## config.mk

```make
export PLATFORM = sky130hd
export DESIGN_NAME = checksummed_encoder_frame_decoder
export DESIGN_NICKNAME = d
export VERILOG_FILES = /design/src/cefd_pkg.sv /design/src/checksummed_encoder_frame_decoder.sv /design/src/cefd_ram.sv /design/src/cefd_frame.sv /design/src/cefd_update.sv
export SDC_FILE = /design/constraint.sdc
export NUM_CORES = 1
export LEC_CHECK = 0
export ABC_CLOCK_PERIOD_IN_PS = 10200
export BUFFER_PORTS_ARGS = -buffer_cell sky130_fd_sc_hd__clkbuf_2
export CAP_MARGIN = 0
export CORE_MARGIN = 10
export CORE_UTILIZATION = 48
export DETAILED_ROUTE_END_ITERATION = 12
export PLACE_DENSITY_LB_ADDON = 0.12
export REMOVE_ABC_BUFFERS = 1
export SLEW_MARGIN = 20
export SYNTH_ARGS = -nofsm -noshare
export SYNTH_HDL_FRONTEND = slang
export SYNTH_SLANG_ARGS = --single-unit
```

## constraint.sdc

```tcl
create_clock -name clk -period 10.2 [get_ports clk]
set_clock_uncertainty 0.2 [all_clocks]
set_input_delay 0 -clock clk [delete_from_list [all_inputs] [get_ports clk]]
set_output_delay 0 -clock clk [all_outputs]
set_load 0.01 [all_outputs]
```

## src/cefd_pkg.sv

```systemverilog
// Package for the checksummed encoder frame decoder: constants, codes and types.
// No dependencies.
package cefd_pkg;

	localparam int DATA_BYTES_DEF = 8;
	localparam int STORE_DEPTH    = 8;
	localparam int NUM_SOURCES    = 2;

	localparam logic OP_FRAME = 1'b0;
	localparam logic OP_LOAD  = 1'b1;

	// per-source record kept in RAM
	typedef struct packed {
		logic [31:0]      pos0;
		logic [31:0]      pos1;
		logic [15:0]      d0;
		logic [15:0]      d1;
		logic [3:0][7:0]  analog;
		logic [15:0]      fails;
	} rec_t;

	// read-modify-write request from the byte assembler
	typedef struct packed {
		logic             need;
		logic             is_load;
		logic             addr;
		logic             field;
		logic             ok;
		logic [15:0]      d0;
		logic [15:0]      d1;
		logic [3:0][7:0]  analog;
		logic [31:0]      value;
	} req_t;

endpackage

```

## src/checksummed_encoder_frame_decoder.sv

```systemverilog
// Top level of the checksummed encoder frame decoder.
// Depends on cefd_pkg, cefd_frame, cefd_update (and through it cefd_ram).
//
// channel  dir  handshake             payload
// in       in   in_valid / in_ready   opcode source start_of_frame data_byte
//                                     encoder_index set_value
// out      out  out_valid / out_ready frame_ok frame_source delta_* position_*
//                                     analog_* error_count
//
// One item per cycle while in_ready is high. A checksum byte's result is registered
// in the update stage, then at the output. The per-source record RAM is read at
// acceptance and written back from the update stage; a back-to-back access to the
// same source takes the forwarded record. No clearing pass: two valid bits cleared
// at reset mark the record RAM entries. in_ready drops only while a result is held
// at the output and a checksum byte waits in the update stage; a load never waits.
module checksummed_encoder_frame_decoder import cefd_pkg::*; #(
	parameter int DATA_BYTES = DATA_BYTES_DEF
) (
	input  logic               clk,
	input  logic               arst_n,
	input  logic               in_valid,
	output logic               in_ready,
	input  logic               opcode,
	input  logic               source,
	input  logic               start_of_frame,
	input  logic [7:0]         data_byte,
	input  logic [1:0]         encoder_index,
	input  logic signed [31:0] set_value,
	output logic               out_valid,
	input  logic               out_ready,
	output logic               frame_ok,
	output logic               frame_source,
	output logic signed [15:0] delta_first,
	output logic signed [15:0] delta_second,
	output logic signed [31:0] position_first,
	output logic signed [31:0] position_second,
	output logic [7:0]         analog_zero,
	output logic [7:0]         analog_one,
	output logic [7:0]         analog_two,
	output logic [7:0]         analog_three,
	output logic [15:0]        error_count
);

	logic  accept;
	req_t  req;
	rec_t  out_rec;

	assign accept = in_valid && in_ready;

	cefd_frame #(
		.DATA_BYTES (DATA_BYTES)
	) u_frame (
		.clk            (clk),
		.arst_n         (arst_n),
		.accept         (accept),
		.opcode         (opcode),
		.source         (source),
		.start_of_frame (start_of_frame),
		.data_byte      (data_byte),
		.encoder_index  (encoder_index),
		.set_value      (set_value),
		.req            (req)
	);

	cefd_update u_update (
		.clk     (clk),
		.arst_n  (arst_n),
		.accept  (accept),
		.req     (req),
		.ready   (in_ready),
		.out_vld (out_valid),
		.out_rdy (out_ready),
		.out_rec (out_rec),
		.out_ok  (frame_ok),
		.out_src (frame_source)
	);

	assign delta_first     = out_rec.d0;
	assign delta_second    = out_rec.d1;
	assign position_first  = out_rec.pos0;
	assign position_second = out_rec.pos1;
	assign analog_zero     = out_rec.analog[0];
	assign analog_one      = out_rec.analog[1];
	assign analog_two      = out_rec.analog[2];
	assign analog_three    = out_rec.analog[3];
	assign error_count     = out_rec.fails;

endmodule

```

## src/cefd_ram.sv

```systemverilog
// Generic single-write, single-read RAM with registered read data.
// No dependencies.
module cefd_ram #(
	parameter int WIDTH = 8,
	parameter int DEPTH = 2
) (
	input  logic                       clk,
	input  logic                       we,
	input  logic [$clog2(DEPTH)-1:0]   waddr,
	input  logic [WIDTH-1:0]           wdata,
	input  logic [$clog2(DEPTH)-1:0]   raddr,
	output logic [WIDTH-1:0]           rdata
);

	logic [WIDTH-1:0] mem [DEPTH];

	always_ff @(posedge clk) begin
		if (we) begin
			mem[waddr] <= wdata;
		end
		rdata <= mem[raddr];
	end

endmodule

```

## src/cefd_frame.sv

```systemverilog
// Byte assembler: frame position, running sum, stored data bytes, request build.
// Depends on cefd_pkg.
module cefd_frame import cefd_pkg::*; #(
	parameter int DATA_BYTES = DATA_BYTES_DEF
) (
	input  logic        clk,
	input  logic        arst_n,
	input  logic        accept,
	input  logic        opcode,
	input  logic        source,
	input  logic        start_of_frame,
	input  logic [7:0]  data_byte,
	input  logic [1:0]  encoder_index,
	input  logic [31:0] set_value,
	output req_t        req
);

	localparam int PW = $clog2(DATA_BYTES + 1);

	logic [PW-1:0] pos_q;
	logic [7:0]    sum_q;
	logic          src_q;
	logic [7:0]    frame_q [STORE_DEPTH];

	logic [PW-1:0] p_eff;
	logic [7:0]    sum_eff;
	logic          src_eff;
	logic          in_frame;
	logic          chk;

	assign p_eff    = start_of_frame ? '0 : pos_q;
	assign sum_eff  = start_of_frame ? 8'd0 : sum_q;
	assign src_eff  = start_of_frame ? source : src_q;
	assign in_frame = p_eff < PW'(DATA_BYTES);
	assign chk      = (opcode == OP_FRAME) && !in_frame;

	always_ff @(posedge clk or negedge arst_n) begin
		if (!arst_n) begin
			pos_q <= '0;
			sum_q <= '0;
			src_q <= 1'b0;
		end else if (accept && opcode == OP_FRAME) begin
			src_q <= src_eff;
			if (in_frame) begin
				pos_q <= p_eff + PW'(1);
				sum_q <= sum_eff + data_byte;
			end else begin
				pos_q <= '0;
				sum_q <= '0;
			end
		end
	end

	always_ff @(posedge clk) begin
		if (accept && opcode == OP_FRAME && in_frame
				&& {1'b0, p_eff} < (PW+1)'(STORE_DEPTH)) begin
			frame_q[p_eff[2:0]] <= data_byte;
		end
	end

	always_comb begin
		req         = '0;
		req.need    = (opcode == OP_LOAD) || chk;
		req.is_load = (opcode == OP_LOAD);
		req.addr    = (opcode == OP_LOAD) ? encoder_index[1] : src_q;
		req.field   = encoder_index[0];
		req.ok      = (sum_eff == data_byte);
		req.d0      = {frame_q[0], frame_q[1]};
		req.d1      = {frame_q[2], frame_q[3]};
		req.value   = set_value;
		for (int k = 0; k < 4; k++) begin
			req.analog[k] = (4 + k < DATA_BYTES) ? frame_q[4 + k] : 8'd0;
		end
	end

endmodule

```

## src/cefd_update.sv

```systemverilog
// Source record read-modify-write stage with forwarding, and output register.
// Depends on cefd_pkg and cefd_ram.
module cefd_update import cefd_pkg::*; (
	input  logic  clk,
	input  logic  arst_n,
	input  logic  accept,
	input  req_t  req,
	output logic  ready,
	output logic  out_vld,
	input  logic  out_rdy,
	output rec_t  out_rec,
	output logic  out_ok,
	output logic  out_src
);

	req_t  req_s1;
	logic  vld_s1;
	logic  rvld_s1;
	logic  [NUM_SOURCES-1:0] ent_vld_q;
	rec_t  fwd_q;
	logic  fwd_addr_q;
	logic  fwd_en_q;
	logic  out_vld_q;

	logic  raddr;
	rec_t  rdata;
	rec_t  cur;
	rec_t  nxt;
	logic  go;

	assign go    = vld_s1 && (req_s1.is_load || !out_vld_q || out_rdy);
	assign ready = !vld_s1 || go;
	assign raddr = (accept && req.need) ? req.addr : req_s1.addr;

	cefd_ram #(
		.WIDTH ($bits(rec_t)),
		.DEPTH (NUM_SOURCES)
	) u_ram (
		.clk   (clk),
		.we    (go),
		.waddr (req_s1.addr),
		.wdata (nxt),
		.raddr (raddr),
		.rdata (rdata)
	);

	always_comb begin
		if (fwd_en_q && fwd_addr_q == req_s1.addr) begin
			cur = fwd_q;
		end else if (rvld_s1) begin
			cur = rdata;
		end else begin
			cur = '0;
		end
	end

	always_comb begin
		nxt = cur;
		if (req_s1.is_load) begin
			if (req_s1.field) begin
				nxt.pos1 = req_s1.value;
			end else begin
				nxt.pos0 = req_s1.value;
			end
		end else if (req_s1.ok) begin
			nxt.d0     = req_s1.d0;
			nxt.d1     = req_s1.d1;
			nxt.pos0   = cur.pos0 + {{16{req_s1.d0[15]}}, req_s1.d0};
			nxt.pos1   = cur.pos1 + {{16{req_s1.d1[15]}}, req_s1.d1};
			nxt.analog = req_s1.analog;
		end else if (cur.fails != 16'hFFFF) begin
			nxt.fails = cur.fails + 16'd1;
		end
	end

	always_ff @(posedge clk or negedge arst_n) begin
		if (!arst_n) begin
			vld_s1    <= 1'b0;
			rvld_s1   <= 1'b0;
			ent_vld_q <= '0;
			fwd_en_q  <= 1'b0;
			out_vld_q <= 1'b0;
		end else begin
			rvld_s1  <= ent_vld_q[raddr];
			fwd_en_q <= go;
			if (accept && req.need) begin
				vld_s1 <= 1'b1;
			end else if (go) begin
				vld_s1 <= 1'b0;
			end
			if (go) begin
				ent_vld_q[req_s1.addr] <= 1'b1;
			end
			if (go && !req_s1.is_load) begin
				out_vld_q <= 1'b1;
			end else if (out_rdy) begin
				out_vld_q <= 1'b0;
			end
		end
	end

	always_ff @(posedge clk) begin
		if (accept && req.need) begin
			req_s1 <= req;
		end
		if (go) begin
			fwd_q      <= nxt;
			fwd_addr_q <= req_s1.addr;
		end
		if (go && !req_s1.is_load) begin
			out_rec <= nxt;
			out_ok  <= req_s1.ok;
			out_src <= req_s1.addr;
		end
	end

	assign out_vld = out_vld_q;

endmodule

```

### Word-level counts from Yosys, hierarchy flattened

Memories as Yosys holds them, arrays and structs flattened. A register that Yosys moved wholly into a read port is not among the register bits.
Index checks and enable logic that the tools add are counted.

* flip-flop bits (word level): 346
* bits in writable memories: 352
* bits of input ports: 49
* output and inout bits: 148
* word-level logic and storage cells: 99
* memories: 2

Memory list
* u_update.u_ram.mem: words 2, bits a word 144, rd ports 1, clocked after memory_dff 1, write ports 1, RTL line cefd_ram.sv:15 `logic [WIDTH-1:0] mem [DEPTH];`
* u_frame.frame_q: words 8, bits a word 8, rd ports 8, clocked after memory_dff 8, write ports 1, RTL line cefd_frame.sv:23 `logic [7:0] frame_q [STORE_DEPTH];`

* add/sub/neg operators: 5
* $lt $le $gt $ge: 5
* equality and inequality tests: 3
* mux-type cells: 27
* bitwise gates (word level): 2
* reduce and logical (&&, ||, !) cells: 21

Operators by type and width (count)
* two-way mux 144 bit: 2
* two-way mux 128 bit: 1
* two-way mux 80 bit: 1
* adder 32 bit: 2
* two-way mux 32 bit: 2
* two-way mux 64 bit: 1
* two-way mux 16 bit: 2
* adder 16 x 1 -> 16 bit (second input constant): 1
* two-way mux 8 bit: 2
* inequality test 16 bit (second input constant): 1
* two-way mux 1 bit: 13
* logical AND 1 bit: 10
* adder 8 bit: 1
* == test 8 bit: 1
* less-than comparator 4 bit (second input constant): 2
* two-way mux 4 bit: 2
* adder 4 x 1 -> 4 bit (second input constant): 1
* logical NOT 1 bit: 4
* logical OR 1 bit: 4
* less-than comparator 1 x 2 -> 1 bit (second input constant): 2
* nonzero test 2 bit: 2
* OR 2 bit: 1
* AND reduction 2 bit: 1
* demux 1 bit (select 1 bit): 1
* 3 further kinds: 3

### Longest topological paths before layout

Gate-level depths: netlist (run 1).

* word-level depth: 11
* mapped depth: 19
* gate-level depth less buffers: 16

### By module

Synthesis (run 1) repeated with hierarchy kept, for this count alone.

* cell total of the unflattened synthesis: 2477
* area, all modules: 36020.8 µm²

By module, submodules not included
* cefd_update: instances 1, cells an instance 1667, area each 19269.7 µm², sequential area each 11891.4 µm²
* cefd_ram: instances 1, cells an instance 594, area each 13520.5 µm², sequential area each 11531.1 µm²
* cefd_frame: instances 1, cells an instance 215, area each 3224.3 µm², sequential area each 2247.2 µm²
* checksummed_encoder_frame_decoder: instances 1, cells an instance 1, area each 6.3 µm², sequential area each 0.0 µm²

### Least setup slack after synthesis (run 1)

OpenSTA, ideal clock, no wires.

* path type: reg2reg
* start: register u_update.req_s1[99] in the netlist's numbering
* end: memory u_update.u_ram.mem[1][0] in the netlist's numbering, enable pin
* library setup time: 0.520 ns
* arrival: 7.273 ns
* data required time: 9.480 ns
* path slack: 2.207 ns
* stages on the path, launching flop included: 5
* path buffers: 1
* period minus slack after synthesis: 7.993 ns
* cell sequence: edfxtp_1 clkbuf_1 o21ai_0 inv_1 and2_1

* word-level cells in the longest chain between the ends: 5

RTL lines
* start, declared: RTL line cefd_update.sv:16 `req_t req_s1;`
* start signal, assigned: RTL line cefd_update.sv:104 `req_s1 <= req;`
* logical OR 1 bit (2 in a row): RTL line cefd_update.sv:31 `assign go = vld_s1 && (req_s1.is_load || !out_vld_q || out_rdy);`
* logical AND 1 bit: RTL line cefd_update.sv:31
* named net u_update.go: RTL line cefd_update.sv:29 `logic go;`
* two-way mux 1 bit: RTL line cefd_ram.sv:18 `if (we) begin`
* two-way mux 1 bit (implied by the code): RTL line cefd_ram.sv:19 `mem[waddr] <= wdata;`
* end, declared: RTL line cefd_ram.sv:15

The timed path passes the listed nets, and every way through them passes these cells.

==> results of run 1 <==
-- critical path: cells and delay by family (launching register included) --
family	cells	cell delay [ns]
simple gates	4	0.99
buf+inv	2	0.62
flops	1	0.55
mux	1	0.28
xor+xnor	1	0.43
fa+ha+maj	2	0.63
compound gates	7	1.82
-- worst max-delay path by stage --
stage	startpoint	end	depth (start not counted)
6_report	u_update.req_s1[98]$_DFFE_PP_	u_update.out_rec[136]$_DFFE_PP_	17
5_1_grt	u_update.req_s1[98]$_DFFE_PP_	u_update.out_rec[140]$_DFFE_PP_	17
4_1_cts	u_update.req_s1[98]$_DFFE_PP_	u_update.u_ram.mem[0][110]$_DFFE_PP_	15
3_5_place_dp	u_update.req_s1[98]$_DFFE_PP_	u_update.out_rec[110]$_DFFE_PP_	15
3_3_place_gp	u_update.req_s1[98]$_DFFE_PP_	u_update.out_rec[140]$_DFFE_PP_	17
2_1_floorplan	u_update.req_s1[99]$_DFFE_PP_	u_update.rvld_s1$_DFF_PN0_	6
-- registers in the layout (all words and copies together) (netlist names) --
name and flops:
u_frame.frame_q 64, u_frame.pos_q 4, u_update.fwd_en_q 1, u_update.vld_s1 1, u_update.req_s1 100, u_update.rvld_s1 1
u_update.out_src 1, u_update.fwd_q 144, u_update.fwd_addr_q 1, u_update.u_ram.mem 288, u_update.out_ok 1, u_update.out_rec 144
u_update.out_vld 1, u_update.u_ram.rdata 144, u_update.ent_vld_q 2, u_frame.src_q 1, u_frame.sum_q 8
-- cell usage after synthesis, types with 8 or more instances --
library cell / instances / area [sq um]
a22oi_1: 29 / 218
o21ai_0: 69 / 345
xor2_1: 27 / 236
o211ai_1: 8 / 60.1
nand4_1: 9 / 56.3
and2_1: 10 / 62.6
dfxtp_1: 144 / 2880
xnor2_1: 40 / 350
a21oi_1: 85 / 425
nor3_1: 17 / 85.1
or2_2: 9 / 56.3
nor2b_1: 22 / 138
dfrtp_1: 19 / 475
and3_1: 19 / 119
nand3_1: 149 / 746
a31oi_1: 74 / 463
ha_1: 78 / 976
a21o_1: 34 / 255
a22o_1: 10 / 87.6
nor2_1: 145 / 544
o21bai_1: 9 / 67.6
mux2i_1: 17 / 170
mux2_2: 149 / 1680
inv_1: 30 / 113
nand2_1: 252 / 946
buf_1: 17 / 63.8
edfxtp_1: 743 / 22300
clkbuf_1: 74 / 278
nand2b_1: 17 / 106
a221o_1: 18 / 180
buf_2: 21 / 105
-- stage by stage --
step / hold WS (ns) / instances / setup WS, ns / utilization / area [sq um]
floorplan: -0.496 / 2331 / -5.06 / - / 35000
global placement: -0.172 / 3518 / 4.49 / 0.514 / 37600
detailed placement: -0.164 / 3518 / 4.39 / 0.514 / 37600
CTS: 0.0732 / 3783 / 4.35 / 0.569 / 41600
global route: 0.106 / 3784 / 3.88 / 0.569 / 41600
finish: 0.113 / 3784 / 4.38 / 0.569 / 41600
-- placed cells by master (no fill, tap or decap), drive strengths merged, types with 17 or more instances in the layout --
cell type | netlist | routed
xnor2 | 41 | 41
xor2 | 27 | 27
clkinv | 0 | 37
a21o | 34 | 34
buf | 39 | 33
a31oi | 74 | 74
o21ai | 75 | 75
inv | 30 | 34
nor2b | 22 | 22
a21oi | 90 | 90
nand3 | 150 | 150
clkbuf | 74 | 321
nand2 | 252 | 252
nand2b | 17 | 17
dfrtp | 19 | 19
edfxtp | 743 | 743
nor3 | 17 | 17
and3 | 19 | 19
mux2 | 149 | 149
ha | 78 | 78
a221o | 18 | 18
a22oi | 29 | 29
nor2 | 145 | 145
dlygate4sd3 | 0 | 89
dfxtp | 144 | 144
mux2i | 17 | 17
-- repair_timing --
item	in CTS	in global routing
hold endpoints to repair	134	19
buffers inserted	0	0
hold buffers	89	1
-- power by group through the flow --
| stage | sequential, uW | clock (uW) | combinational [uW] |
|---|---|---|---|
| floorplan | 4470 | 0 | 700 |
| global placement | 4460 | 0 | 965 |
| detailed placement | 4460 | 0 | 991 |
| CTS | 4390 | 3460 | 1030 |
| global route | 4400 | 3600 | 1130 |
| finish | 4390 | 3380 | 1020 |
-- kinds of logic (layout without fill, tap and decap cells) --
| family | count (synthesis) | after routing |
|---|---|---|
| flip-flops | 906 | 906 |
| AND/OR/NAND/NOR | 678 | 678 |
| AO/OA/AOI/OAI | 402 | 402 |
| multiplexers | 166 | 166 |
| buffers and inverters | 143 | 524 |
| adder cells (fa/ha/maj) | 81 | 81 |
| XOR/XNOR | 68 | 68 |
-- layout make-up --
type                    count  area share
inverters                  30     0.00283
well taps                 959      0.0289
flip-flops and latches    906       0.618
repair buffers            318      0.0515
clock buffers             125      0.0628
clock inverters            51      0.0115
multi-input cells        1395       0.225
-- metal layers --
metal	GRT usage	wire, um
met5	0	0
met4	0.0490	1660
met3	0.0320	4090
met2	0.345	43200
met1	0.262	37600
==> impl_metrics.yaml, run 1 <==
route:
  ant_nets: 0
  via_count: 21400
  initialDrtViolationCount: 1559
  drt-total-wl_mm: 86.6
  drc: 0
  dr.pass1.iters: 5
  vias_per_cell: 5.65
  wl_per_cell_um: 22.9
sta:
  relSlewSlack: 0.226
  rsz0062_at_grt: "no"
  slew_violations: 0
  finalHoldViolations: 0
  fin_crit_ns: 5.82
  period_share: 0.571
  worstMarginPinSlew_ns: 1.15
  setup_tns_ns: 0
  finalSetupViolCount: 0
  fmax_mhz: 172
global_routing:
  antenna_found_initial: 1
  grt_max_degree: 115
  grt_pass1_wl_mm: 133
  grtUsageTotal: 0.200
  overflow: 0
  grt_pass1_vias: 22300
place:
  portBuffers: 196
  finalWeightedCongestion: 0.840
  dp_hpwl_mm: 52.0
critical_path:
  cp_data_required_time_ns: 10.41
  r2r_cells: 17
  r2r_start: "u_update.req_s1[98]$_DFFE_PP_"
  cp_slowest_cell: "edfxtp_1"
  rr_endpoint: "u_update.out_rec[136]$_DFFE_PP_"
  worst-path-max-fanout: 114
  path_cells: "xnor2_2 > and2_4 > buf_12 > nand2_1 > nand2_1 > ha_1 > inv_1 > fa_1 > nor2b_1 > o2111a_1 > o211a_1 > o2111ai_1 > a31oi_1 > a31o_2 > a31oi_1 > mux2_2 > o21ai_0"
  endpoint_kind: "flop"
  crit_path_start_kind: "flop"
  worstSetupPathType: "reg -> reg"
  critical-path-max-stage-delay_ns: 0.55
  cp.arrival_ns: 6.03
  r2r_slack_ns: 4.38
finish:
  num-fill-cells: 5857
  antennaDiodeCount: 0
  areaGrowthSynthToFinish_pct: 17.1
  regArea_sq_mm: 0.0257
  final_nets: 2875
  multi_input_area_sq_mm: 0.00934
  drive_gt1_frac: 0.202
clocking:
  clock_path_buffers: 3
  cts.htree.levels: 3
  cts.sinks: 906
  cts_tree: "built"
  post_cts_resize_count: 0
  cts_buffers: 94
  clk_pin_slew_ns: 0.06
  clk_latency_ns: 0.65
  clock-root-buffer: "clkbuf_16"
power:
  power_switching_share: 0.242
  p_int_uw: 6670
  pwr-share-clk: 0.385
  total_power_uw: 8790
  p_comb_frac: 0.116
  leakage_uw: 0.0154
  seq_power_share: 0.499
  pwr_density_cell_mw_per_mm2: 212
  irDropWorstVdd_mv: 0.145
  power.switching_uw: 2120
floorplan:
  rows: 99
  die_h_um: 292
  coreArea_sq_mm: 0.0731
  initial_utilization: 0.486
  die_area_sq_mm: 0.0852
  pin_count: 197
  fp.dieW_um: 292
worst_hold_path:
  min_to: "u_update.req_s1[98]$_DFFE_PP_"
  worstHoldPathCells: 3
  hp-start: "encoder_index[1]"
  hold_class: "in -> reg"
yosys:
  synth-edff-count: 743
  ys_seq_elements: 906
  async_flop_share: 0.0210
  ys.flop_type: "edfxtp_1"
  synth_top_family_by_area: "simple AND/OR/NAND/NOR gates"
  yosys.area_share.simple: 0.0874
  syn_area_sq_mm: 0.0355
  ys_seq_area_frac: 0.723
  syn_inst: 2444
  synth_fa_ha_area_frac: 0.0292
  synth_mux_area_frac: 0.0521
  synth_xor_area_frac: 0.0170
  synth_warnings: 0
  yosys.cell_types.count: 77
  postSynthAreaPerCell_sq_um: 14.5
  synth_compound_area_frac: 0.0752
flow_run:
  cap_violations: 0
outcome:
  status: "complete, no violations"
Power figures use the tool's default switching activity.
==> inputs of run 2 (changes only) <==
--- a/config.mk
+++ b/config.mk
@@ -5,7 +5,8 @@
 export SDC_FILE = /design/constraint.sdc
 export NUM_CORES = 1
 export LEC_CHECK = 0
-export ABC_CLOCK_PERIOD_IN_PS = 10200
+export ABC_AREA = 1
+export ABC_CLOCK_PERIOD_IN_PS = 6050
 export BUFFER_PORTS_ARGS = -buffer_cell sky130_fd_sc_hd__clkbuf_2
 export CAP_MARGIN = 0
 export CORE_MARGIN = 10
==> constraint.sdc (replaced) <==
create_clock -name clk -period 6.05 [get_ports clk]
set_clock_uncertainty 0.2 [all_clocks]
set_input_delay 0 -clock clk [delete_from_list [all_inputs] [get_ports clk]]
set_output_delay 0 -clock clk [all_outputs]
set_load 0.01 [all_outputs]
==> run 2 against run 1 <==
  * Cell count increased by 16%
  * Highest routed layer unchanged
  * Wire length rose by 11%
  * Largest power group unchanged
  * Die area rose by 3.3%
  * Non-clock buffer count shrank 6
  * Power up 75%
  * Cell area grew 3.3%
  * First-iteration DRC count increased by 32%
  * Critical path depth did not move
==> impl_metrics.yaml, run 2 <==
yosys:
  syn_area_sq_mm: 0.0368
  synth.area.top_cells: "edfxtp_1 61%, dfxtp_1 7.8%, nand2_1 5.8%, mux2_2 4.2%, inv_1 3.0%"
  synth_top_area_cell: "edfxtp_1"
  synth-edff-count: 743
  ys_seq_elements: 906
  ys_seq_area_frac: 0.698
  yosysMostFrequentCell: "edfxtp_1"
  yosys.area.top_type_share: 0.607
  ys.flop_type: "edfxtp_1"
  synth_warnings: 0
  postSynthAreaPerCell_sq_um: 12.5
  netlist_top_cells_count: "743 x edfxtp_1, 572 x nand2_1, 294 x inv_1, 200 x nand3_1, 187 x o21ai_0"
  async_flop_share: 0.0210
  yosys.cell_types.count: 49
  syn_inst: 2950
finish:
  final_common_cell: "edfxtp_1"
  final_nets: 3390
  largest-register: "u_update.u_ram.mem"
  fin_cells: 4373
  largest_reg_flops: 288
  final_area_sq_mm: 0.0429
  areaGrowthSynthToFinish_pct: 16.7
  final_cell_mix: "743 x edfxtp_1, 571 x nand2_1, 291 x inv_1"
  drive_gt1_frac: 0.164
  final_core_util: 0.565
  antennaDiodeCount: 0
floorplan:
  fp.dieW_um: 297
  initial_utilization: 0.484
  die_area_sq_mm: 0.0881
  rows: 101
  die_h_um: 297
  pin_count: 197
  coreArea_sq_mm: 0.0759
critical_path:
  endpoint_kind: "flop"
  worst-path-max-fanout: 152
  cp_data_required_time_ns: 6.25
  crit_path_start_kind: "flop"
  worstSetupPathType: "reg -> reg"
  cp.arrival_ns: 5.12
power:
  irDropWorstVdd_mv: 0.246
  leakage_uw: 0.0170
  power_switching_share: 0.259
  pwr_density_cell_mw_per_mm2: 358
  power.switching_uw: 3980
  seq_power_share: 0.486
  p_comb_frac: 0.135
  pwr-share-clk: 0.378
  p_int_uw: 11400
clocking:
  clock_path_buffers: 3
  cts.sinks: 906
  cts_tree: "built"
  cts_buffers: 95
  postCtsSetupRepairBufs: 0
  post_cts_resize_count: 0
  clock-root-buffer: "clkbuf_16"
  cts_hold_buf: 88
  clk_latency_ns: 0.67
  cts.htree.levels: 3
  clk_pin_slew_ns: 0.06
place:
  finalWeightedCongestion: 0.896
  portBuffers: 196
  dp_hpwl_mm: 59.6
  post-place-cells: 4104
  placed_area_sq_mm: 0.0388
route:
  routed-wl-met2_mm: 46.0
  initialDrtViolationCount: 2056
  vias_per_cell: 5.34
  wl_per_cell_um: 22.0
  dr.pass1.iters: 6
  wl_met3_mm: 4.94
  ant_nets: 0
  wl_met1_mm: 43.5
  drc: 0
  drt-total-wl_mm: 96.3
  dr.max_layer_used: "met4"
  via_count: 23300
global_routing:
  grt_max_degree: 153
  overflow: 0
  grt_pass1_wl_mm: 145
  grtUsageTotal: 0.213
  grt_pass1_vias: 23900
  antenna_found_initial: 1
sta:
  finalHoldViolations: 0
  worstMarginPinSlew_ns: 1.13
  rsz0062_at_grt: "no"
  relSlewSlack: 0.242
  period_share: 0.813
  fin_crit_ns: 4.92
  slew_violations: 0
  fmax_mhz: 203
  finalSetupViolCount: 0
worst_hold_path:
  hold_class: "in -> reg"
outcome:
  status: "complete, no violations"
flow_run:
  cap_violations: 0
run 2: cell count changes in the layout (fill, tap and decap cells not counted), moves of 21 or more:
cell and delta:
nand2_1 +320, inv_1 +262, o21ai_0 +118, a31oi_1 -74, nand3_1 +51, o22ai_1 +35, a21o_1 -31, nor2_1 -27
a22oi_1 -24, nand4_1 +21, nor2b_1 -21, o21bai_1 +21
run 2: power groups by stage:
stage / Clock, uW / Sequential [uW] / Combinational [uW]
3_5_place_dp: 0 / 7600 / 2020
3_3_place_gp: 0 / 7590 / 1990
5_1_grt: 6180 / 7500 / 2320
6_report: 5810 / 7470 / 2080
2_1_floorplan: 0 / 7600 / 1370
4_1_cts: 5920 / 7470 / 2080
run 2: worst paths after layout:
| kind | startpoint | to | slack, ns | depth (start not counted) |
|---|---|---|---|---|
| setup / recovery | u_update.req_s1[98]$_DFFE_PP_ | u_update.u_ram.mem[0][138]$_DFFE_PP_ | 1.13 | 17 |
| hold / removal | opcode | u_frame.pos_q[3]$_DFFE_PN0P_ | 0.08 | 4 |
| setup reg to reg | u_update.req_s1[98]$_DFFE_PP_ | u_update.u_ram.mem[0][138]$_DFFE_PP_ | 1.13 | 17 |
| hold reg to reg | u_frame.frame_q[3][7]$_DFFE_PP_ | u_update.req_s1[71]$_DFFE_PP_ | 0.21 | 0 |
| max in group asynchronous | arst_n | u_update.rvld_s1$_DFF_PN0_ | 4.90 | 4 |
| min in group asynchronous | arst_n | u_frame.src_q$_DFFE_PN0P_ | 0.33 | 4 |
run 2: routing by layer:
layer	global-route usage	vias up
met1	0.291	11600
met2	0.351	652
met5	0	-
li1	-	11000
met3	0.0305	125
met4	0.0579	0
run 2: critical path: stages (launching register included):
cell,delay (ns)
edfxtp_1,0.51
inv_2,0.18
nand2_4,0.15
nand3_4,0.13
buf_12,0.56
nand3_1,0.14
nand2_1,0.15
ha_1,0.19
inv_1,0.07
fa_1,0.43
o21ai_1,0.61
a21boi_0,0.33
o21bai_1,0.41
nand3_1,0.23
nand2_1,0.12
nand2_1,0.05
nand3_1,0.06
nand2_1,0.10
run 2: cell type report:
cell class	instances	area, sq um
clock inverter	40	459
fill	6295	33000
sequential	906	25700
inverter	300	1140
timing repair buffer	312	2140
tap	1030	1290
clock buffer	140	2730
multi-input combinational	1645	9480
run 2: metrics by stage:
stage                     setup WS (ns)  hold WS, ns  power, uW   TNS, ns
after floorplan                   -4.51       -0.496       8970  -1271.72
after global placement             1.22       -0.175       9580         0
after detailed placement           1.18       -0.169       9610         0
after CTS                          1.19       0.0609      15500         0
after global routing              0.705        0.121      16000         0
final                              1.13       0.0845      15400         0
run 2: logic make-up (layout without fill, tap and decap cells):
kind of cell | count (synthesis) | after routing | synth area share
flops | 906 | 906 | 0.698
mux | 144 | 144 | 0.0441
xor+xnor | 35 | 35 | 0.00854
buf+inv | 399 | 792 | 0.0454
compound gates | 405 | 405 | 0.0623
fa+ha+maj | 81 | 81 | 0.0282
simple gates | 980 | 980 | 0.113
==> inputs of run 3 (changes only) <==
--- a/config.mk
+++ b/config.mk
@@ -6,7 +6,7 @@
 export NUM_CORES = 1
 export LEC_CHECK = 0
 export ABC_AREA = 1
-export ABC_CLOCK_PERIOD_IN_PS = 6050
+export ABC_CLOCK_PERIOD_IN_PS = 4500
 export BUFFER_PORTS_ARGS = -buffer_cell sky130_fd_sc_hd__clkbuf_2
 export CAP_MARGIN = 0
 export CORE_MARGIN = 10
==> constraint.sdc (replaced) <==
create_clock -name clk -period 4.5 [get_ports clk]
set_clock_uncertainty 0.2 [all_clocks]
set_input_delay 0 -clock clk [delete_from_list [all_inputs] [get_ports clk]]
set_output_delay 0 -clock clk [all_outputs]
set_load 0.01 [all_outputs]
==> run 3 against run 2 <==
  * Clock power rose by 39%
  * Flip-flop and latch count did not move
  * Critical path type unchanged
  * Global-route usage barely moved
  * Largest power group unchanged
  * Die area did not move
  * Maximum frequency rose by 18%
  * Critical endpoint is now u_update.fwd_q[94]$_DFFE_PP_
  * Cell area rose by 0.96%
  * First-iteration DRC count barely moved
  * Sequential share of layout area fell by 0.57 points
  * Wire length fell by 0.59%
  * Sequential power rose by 34%
  * Highest routed layer unchanged
==> impl_metrics.yaml, run 3 (synthesis gave the netlist of run 2 again) <==
finish:
  largest-register: "u_update.u_ram.mem"
  areaGrowthSynthToFinish_pct: 17.8
  final_core_util: 0.570
  final_nets: 3413
  final_area_sq_mm: 0.0433
  drive_gt1_frac: 0.171
  final_common_cell: "edfxtp_1"
  num-fill-cells: 6280
  fin_cells: 4394
  final_cell_mix: "743 x edfxtp_1, 572 x nand2_1, 291 x inv_1"
  largest_reg_flops: 288
critical_path:
  crit_top_cell: "nand2_1"
  cp_slowest_cell: "edfxtp_1"
  cp_top_family: "compound AO/OA/AOI/OAI gates"
  cp_data_required_time_ns: 4.67
  worst-path-buf-inv: 2
  critical-path-max-stage-delay_ns: 0.51
  worst-path-max-fanout: 23
  crit_path_start_kind: "flop"
  worstSetupPathType: "reg -> reg"
  cp.arrival_ns: 4.34
  endpoint_kind: "flop"
  path_cells: "nand2_2 > nand3_4 > inv_2 > buf_4 > nand2_1 > nand2_1 > ha_1 > a21oi_1 > nand2_1 > a21boi_0 > o21ai_1 > xnor2_1 > o21bai_1"
clocking:
  cts_tree: "built"
  clock-root-buffer: "clkbuf_16"
  cts.sinks: 906
  cts.htree.levels: 3
  cts_buffers: 92
  postCtsSetupRepairBufs: 0
  clock_path_buffers: 3
  clk_pin_slew_ns: 0.06
  clk_latency_ns: 0.67
sta:
  finalHoldViolations: 0
  slew_violations: 0
  fin_ws_ns: 0.329
  relSlewSlack: 0.212
  worstMarginPinSlew_ns: 1.18
  fin_crit_ns: 4.17
  period_share: 0.927
  fmax_mhz: 240
  finalSetupViolCount: 0
  rsz0062_at_grt: "no"
power:
  power_switching_share: 0.255
  power.switching_uw: 5350
  leakage_uw: 0.0172
  p_comb_frac: 0.137
  p_int_uw: 15600
  pwr-share-clk: 0.384
  seq_power_share: 0.478
  pwr_density_cell_mw_per_mm2: 483
  irDropWorstVdd_mv: 0.298
route:
  wl_per_cell_um: 21.8
  drt-total-wl_mm: 95.8
  dr.pass1.iters: 5
  via_count: 23400
  ant_nets: 0
  initialDrtViolationCount: 2055
  drc: 0
  vias_per_cell: 5.32
global_routing:
  antenna_found_initial: 5
  overflow: 0
  grtUsageTotal: 0.212
  grt_max_degree: 147
  grt_pass1_vias: 24300
  grt_pass1_wl_mm: 145
place:
  post-place-cells: 4129
  dp_slack_ns: -0.0146
  dp_hpwl_mm: 62.2
  placed_area_sq_mm: 0.0392
  portBuffers: 196
  finalWeightedCongestion: 0.920
floorplan:
  pin_count: 197
  die_h_um: 297
  die_area_sq_mm: 0.0881
  fp.dieW_um: 297
  rows: 101
  coreArea_sq_mm: 0.0759
  initial_utilization: 0.484
flow_run:
  cap_violations: 0
worst_hold_path:
  hold_class: "in -> reg"
outcome:
  status: "complete, no violations"
-- run 3: cell count changes in the layout (fill, tap and decap cells not counted), sizes merged, moves of 2 or more --
cell and change:
bufinv +9, clkbuf -21, buf +25, inv +2
diode +2, clkinv +2
-- run 3: worst paths after layout --
| kind | startpoint | endpoint | slack [ns] | cells after the start |
|---|---|---|---|---|
| max | u_update.req_s1[98]$_DFFE_PP_ | u_update.fwd_q[94]$_DFFE_PP_ | 0.33 | 13 |
| min | opcode | u_frame.sum_q[7]$_DFFE_PN0P_ | 0.09 | 4 |
| max reg2reg | u_update.req_s1[98]$_DFFE_PP_ | u_update.fwd_q[94]$_DFFE_PP_ | 0.33 | 13 |
| min reg2reg | u_frame.frame_q[2][2]$_DFFE_PP_ | u_update.req_s1[74]$_DFFE_PP_ | 0.21 | 0 |
| max in group asynchronous | arst_n | u_update.rvld_s1$_DFF_PN0_ | 3.41 | 4 |
| min in group asynchronous | arst_n | u_update.ent_vld_q[0]$_DFFE_PN0P_ | 0.29 | 4 |
-- run 3: repair_timing --
action,in CTS,in global routing
resized for setup,1,1
endpoints found under the setup margin,4,4
endpoints found under the hold margin,197,19
hold buffers,89,1
-- run 3: metrics by stage --
step | setup TNS [ns] | hold WS [ns] | power, uW
after detailed placement | -0.0579 | -0.166 | 13000
after CTS | 0 | 0.0381 | 21100
final | 0 | 0.0861 | 20900
after global routing | 0 | 0.121 | 21800
after floorplan | -2378.14 | -0.496 | 12100
after global placement | -0.200 | -0.168 | 12900
-- run 3: worst min-delay path, delay by kind of cell --
kind	cells	cell delay, ns
buf+inv	2	0.73
compound gates	2	0.18
-- run 3: layout make-up --
class / instances / area, sq um / share of cell area
flip-flops and latches: 906 / 25700 / 0.593
multi-input cells: 1645 / 9490 / 0.219
clock buffers: 119 / 2510 / 0.0580
repair buffers: 338 / 2480 / 0.0572
well taps: 1030 / 1290 / 0.0297
inverters: 300 / 1140 / 0.0263
clock inverters: 54 / 738 / 0.0170
diodes: 2 / 5.00 / 0.000116
-- run 3: power by group through the flow --
stage | Sequential (uW) | Combinational, uW | Clock, uW
floorplan | 10200 | 1840 | 0
global placement | 10200 | 2770 | 0
detailed placement | 10200 | 2790 | 0
CTS | 10000 | 2880 | 8170
global route | 10100 | 3210 | 8540
finish | 10000 | 2880 | 8050
-- run 3: routing by layer --
metal,track usage,up-vias,routed length [um],part of all wire
met5,0,-,0,0
met4,0.0679,0,2700,0.028
met3,0.0350,148,5710,0.060
met2,0.348,698,45300,0.47
met1,0.286,11500,42100,0.44
li1,-,11100,-,-
